$ cat config.mk
export PLATFORM = sky130hd
export DESIGN_NAME = ipt_cfg_regs
export DESIGN_NICKNAME = d
export VERILOG_FILES = /design/src/ipt_pkg.sv /design/src/ipt_cfg_regs.sv
export SDC_FILE = /design/constraint.sdc
export NUM_CORES = 1
export LEC_CHECK = 0
export ABC_AREA = 1
export BUFFER_PORTS_ARGS = -buffer_cell sky130_fd_sc_hd__clkbuf_2
export CAP_MARGIN = 20
export CORE_MARGIN = 8
export CORE_UTILIZATION = 55
export CTS_CLUSTER_SIZE = 25
export DETAILED_ROUTE_END_ITERATION = 8
export GPL_TIMING_DRIVEN = 0
export PLACE_DENSITY_LB_ADDON = 0.05
export SETUP_SLACK_MARGIN = 0.02
export SYNTH_ARGS = -nofsm -noshare
export SYNTH_HDL_FRONTEND = slang
export SYNTH_SLANG_ARGS = --single-unit
$ cat constraint.sdc
create_clock -name clk -period 1.06 [get_ports clk]
set_input_delay 0 -clock clk [delete_from_list [all_inputs] [get_ports clk]]
set_output_delay 0 -clock clk [all_outputs]
set_load 0.005 [all_outputs]
$ cat src/ipt_pkg.sv
// ----------------------------------------------------------------------------
// Isometric point transform package
// Shared types, register indexes, reset values and saturation helpers.
// ----------------------------------------------------------------------------
package ipt_pkg;

  localparam int CoordW = 16;
  localparam int CoefW  = 16;
  localparam int OutW   = 24;
  localparam int IdxW   = 3;

  // Register stages from the input beat up to and including the output register.
  localparam int NStg   = 5;

  typedef logic signed [CoordW-1:0] coord_t;
  typedef logic signed [CoefW-1:0]  coef_t;
  typedef logic signed [OutW-1:0]   pix_t;

  typedef enum logic [IdxW-1:0] {
    REG_COS_FIRST   = 3'd0,
    REG_SIN_FIRST   = 3'd1,
    REG_COS_SECOND  = 3'd2,
    REG_SIN_SECOND  = 3'd3,
    REG_HEIGHT_GAIN = 3'd4,
    REG_CENTRE_X    = 3'd5,
    REG_CENTRE_Y    = 3'd6
  } reg_idx_t;

  typedef struct packed {
    logic signed [CoefW-1:0] cos_first;
    logic signed [CoefW-1:0] sin_first;
    logic signed [CoefW-1:0] cos_second;
    logic signed [CoefW-1:0] sin_second;
    logic signed [CoefW-1:0] height_gain;
    logic signed [CoefW-1:0] centre_x;
    logic signed [CoefW-1:0] centre_y;
  } cfg_t;

  localparam coef_t RstCosFirst  = 16'sd11585;
  localparam coef_t RstSinFirst  = 16'sd11585;
  localparam coef_t RstCosSecond = 16'sd8192;
  localparam coef_t RstSinSecond = 16'sd14189;
  localparam coef_t RstGain      = 16'sd256;
  localparam coef_t RstCentreX   = 16'sd0;
  localparam coef_t RstCentreY   = 16'sd0;

  function automatic coord_t sat16(input logic signed [24:0] v);
    coord_t r;
    if (v > 25'sd32767) begin
      r = 16'sh7fff;
    end else if (v < -25'sd32768) begin
      r = 16'sh8000;
    end else begin
      r = v[15:0];
    end
    return r;
  endfunction

  function automatic pix_t sat24(input logic signed [31:0] v);
    pix_t r;
    if (v > 32'sd8388607) begin
      r = 24'sh7fffff;
    end else if (v < -32'sd8388608) begin
      r = 24'sh800000;
    end else begin
      r = v[23:0];
    end
    return r;
  endfunction

endpackage

$ cat src/ipt_cfg_regs.sv
// ----------------------------------------------------------------------------
// Isometric transform configuration registers
// Seven 16-bit coefficient and offset registers behind a simple write port.
// ----------------------------------------------------------------------------
module ipt_cfg_regs
  import ipt_pkg::*;
(
  input  logic            clk,
  input  logic            rst_n,
  input  logic            cfg_we,
  input  logic [IdxW-1:0] cfg_index,
  input  logic [15:0]     cfg_wdata,
  output cfg_t            cfg
);

  cfg_t regs_r;
  cfg_t regs_nxt;

  always_comb begin
    regs_nxt = regs_r;
    if (cfg_we) begin
      unique case (reg_idx_t'(cfg_index))
        REG_COS_FIRST:   regs_nxt.cos_first   = cfg_wdata;
        REG_SIN_FIRST:   regs_nxt.sin_first   = cfg_wdata;
        REG_COS_SECOND:  regs_nxt.cos_second  = cfg_wdata;
        REG_SIN_SECOND:  regs_nxt.sin_second  = cfg_wdata;
        REG_HEIGHT_GAIN: regs_nxt.height_gain = cfg_wdata;
        REG_CENTRE_X:    regs_nxt.centre_x    = cfg_wdata;
        REG_CENTRE_Y:    regs_nxt.centre_y    = cfg_wdata;
        default:         regs_nxt = regs_r;
      endcase
    end
  end

  always_ff @(posedge clk) begin
    if (!rst_n) begin
      regs_r.cos_first   <= RstCosFirst;
      regs_r.sin_first   <= RstSinFirst;
      regs_r.cos_second  <= RstCosSecond;
      regs_r.sin_second  <= RstSinSecond;
      regs_r.height_gain <= RstGain;
      regs_r.centre_x    <= RstCentreX;
      regs_r.centre_y    <= RstCentreY;
    end else begin
      regs_r <= regs_nxt;
    end
  end

  assign cfg = regs_r;

endmodule
After elaboration in Yosys (flattened, before gate mapping) --
Index checks and enable logic that the tools add are counted.
Storage, ports and cells: logic and storage cells 21, register bits 112
Operators by class: eq/ne operators 6, reduce and logical (&&, ||, !) cells 8
Operators with widths (number):
- 2-bit AND reduction | 7
- 3-bit equality test, second input constant | 3
- 3-bit by 2-bit equality test with 1-bit output, second input constant | 2
- 3-bit by 1-bit equality test with 1-bit output, second input constant | 1
- 3-bit logical NOT | 1

Longest topological paths before layout --
word-level depth 2, gate-level depth with buffers 7

Least setup slack after synthesis --
Ideal clock, no wire load.
kind input-to-reg, start point input port rst_n, end point register regs_r (netlist bit cfg[109]), path slack 328 ps, data required time 930 ps, path buffers 2, arrival time 603 ps, stages 3, path through clkbuf_1 > clkbuf_1 > nand3_1
RTL lines:
- start: declaration | RTL line ipt_cfg_regs.sv:9 | input logic rst_n,
- end signal: assignment | RTL line ipt_cfg_regs.sv:45 | regs_r <= regs_nxt;
- end: declaration | RTL line ipt_cfg_regs.sv:16 | cfg_t regs_r;
No word-level cell between the ends.

==> reports/results.tsv <==
stage	metric	value	unit
outcome	outcome	finished clean	
route	drtIter0Drc	283	
cts	post-cts-setup-buffers	0	
finish	final_layout_size_suffix_gt1_share	24.81	%
route	drt_drc_violations_left	0	
finish	area_delta_synth_final	24.73	%
timing	final_skew	0	ps
power	net-switching-power	0.002181	W
cts	cts-buffers-inserted	9	
timing	max_slew_margin	66.81	%
cts	worstSkewPairLatency	370	ps
route	viasPerCell	5.082	
power	power_per_cell_area	1424	nW/um^2
route	drtAntennaViolNets	0	
timing	timing_worst_slew_pin_value	497.9	ps
setup_path	worstSetupPathType	primary input to flop	
min_path	hold_class	primary input to flop	
cts	cts.reportedPaths.clkPinSlew	110	ps
logic_synthesis	yosys_register_bits	112	
logic_synthesis	synthesis.instances	614	
grt	grt_remaining_overflow	0	
route	num_vias	4467	
timing	period_minus_slack	976.9	ps
setup_path	crit_path_start_kind	primary input	
timing	grt_setup_unrepaired	false	
setup_path	critical_path.startpoint	cfg_wdata[3]	
route	first_pass_iteration_count_of_the_detailed_router	5	
timing	timing_max_transition_violations_final	0	
power	power.share.sequential	56.0	%
placement	dp_cells	851	
die	floorplan.die.height	106.0	microns
die	die_x	106.0	microns
route	detail_route.wl_per_cell	15.36	microns
timing	holdWs	30.32	ps
grt	grt.total_usage	24.00	%
min_path	min-delay-start	rst_n	
die	core_area	8051	sq um
finish	largest_register_ff_count	112	
setup_path	cpMaxStageDelayCell	dlygate4sd3_1	
cts	root_buffer	clkbuf_8	
placement	io_buffers	132	
setup_path	worst_path_required_time	1340	ps
finish	diodes	0	
logic_synthesis	synth.avg_cell_area	7.259	sq um
timing	setup_viol	0	
setup_path	worst_ep_arrival_time	1250	ps
placement	place.gp.congestion	0.8671	
timing	report.final.hold_viol_count	0	
finish	commonest_non_fill_non_tap_cells_in_the_layout	nor2_1, nand2_1, clkbuf_2	
placement	hpwl_after_dpl	9929	microns
flow_run	max-cap-violations	0	
die	floorplan.initialDensity	55.35	%
setup_path	timing.critical_path.to_type	flop	
grt	first_global_vias	4378	
power	comb_power_share	12.7	%
setup_path	path_cells	dlygate4sd3_1 -> clkbuf_2 -> inv_1 -> nand3_1 -> nand2_1 -> nor2_1	
logic_synthesis	synth_nets	636	
logic_synthesis	synth-seq-area-share	50.31	%
die	core.rowCount	33	
die	die_area	11240	sq um
cts	cts_buffer_depth	2	
grt	antenna_violations_before_repair	0	
finish	layoutNonFillerInstCount	879	
timing	max_freq	1.024	GHz
power	static_leakage	2.734	nW
die	pin_count	134	
finish	most_common_cell_after_layout_fill_and_taps_aside	nor2_1	
power	power	0.007914	W
cts	cts_tree	yes	
logic_synthesis	synth.yosys.warnings	0	
logic_synthesis	synthDistinctLibCells	16	
power	ir_worst_vdd	0.7911	mV
cts	cts.repair.resized	0	
route	totalWireLength	13500	microns
cts	cts-htree-levels	3	
finish	final_nets	791	
logic_synthesis	syn-cell-area	4457	sq um
grt	grt_first_pass_wirelength	21490	microns
setup_path	critical_path.max_stage_delay	530	ps
power	cellInternalPower	0.005733	W
cts	tritoncts_num_sinks	112	
setup_path	reg_to_reg_start	cfg[40]$_SDFFE_PN1P_	
grt	grt_max_degree	19	
power	power.share.switching	27.55	%
power	clock_power_share	31.3	%
timing	period_utilization_post_route	92.16	%
timing	fin_tns_setup	0	ps
setup_path	worst-path-max-fanout	6	
-- worst max-delay path, delay by kind of cell --
kind | cells | cell delay (ps)
buffers and inverters | 3 | 970
AND/OR/NAND/NOR | 3 | 270
-- final timing paths --
kind	endpoint	slack, ps	cells past startpoint
setup / recovery	cfg[67]$_SDFFE_PN0P_	80	6
hold / removal	cfg[79]$_SDFFE_PN0P_	30	3
hold reg to reg	cfg[51]$_SDFFE_PN1P_	470	2
setup reg to reg	cfg[40]$_SDFFE_PN1P_	440	2
-- logic make-up after synthesis --
group / synth area share (%)
AO/OA/AOI/OAI: 0.1122
AND/OR/NAND/NOR: 42.45
flip-flops: 50.31
buffers and inverters: 7.131
-- power groups by stage --
stage	clock [W]	sequential (W)	combinational (W)
after CTS	0.00248	0.00443	0.00100
final	0.00248	0.00443	0.00100
after detailed placement	0	0.00453	0.000962
after global routing	0.00263	0.00445	0.00112
after floorplan	0	0.00454	0.000553
after global placement	0	0.00452	0.000943
-- final cells by class --
class	count	area, sq um
Clock buffer	11	151.4
Timing Repair Buffer	144	780.7
Clock inverter	5	38.79
Buffer	35	235.2
Sequential cell	112	2242
Fill cell	717	2492
Inverter	22	82.58
Tap cell	105	131.4
Multi-Input combinational cell	445	1897
-- synth_stat cells --
cell | count | area share (%)
nor2_4 | 8 | 2.0
nand3_1 | 112 | 13
clkbuf_1 | 5 | 0.42
nor2_2 | 3 | 0.42
buf_6 | 7 | 1.8
dfxtp_1 | 112 | 50
nor2_1 | 176 | 15
buf_2 | 11 | 1.2
o21ai_0 | 1 | 0.11
nand2_2 | 1 | 0.14
buf_4 | 10 | 1.7
inv_2 | 2 | 0.17
buf_1 | 2 | 0.17
nand2_4 | 2 | 0.51
nand2_1 | 142 | 12
inv_1 | 20 | 1.7
-- per-stage QoR --
step                worst slack (ps)  area [sq um]  util, %
floorplan                      327.6          4457        -
global placement              -26.71          5249    65.19
detailed placement            -74.98          5249    65.19
CTS                            138.0          5559    69.04
global route                   49.88          5559    69.04
finish                         83.12          5559    69.04
-- timing repair --
item | in CTS | in global routing
setup endpoints to repair | 0 | 0
hold endpoints to repair | 26 | 0
hold buffers | 12 | 0
-- metal layers --
layer | vias up | part of all wire (%) | GRT usage, %
met5 | - | 0 | 0
met2 | 194 | 47 | 39.63
met3 | 31 | 9.7 | 7.139
li1 | 2229 | - | -
met1 | 2013 | 39 | 27.45
met4 | 0 | 3.8 | 12.86
No activity file was read; power rests on OpenSTA's default activity.
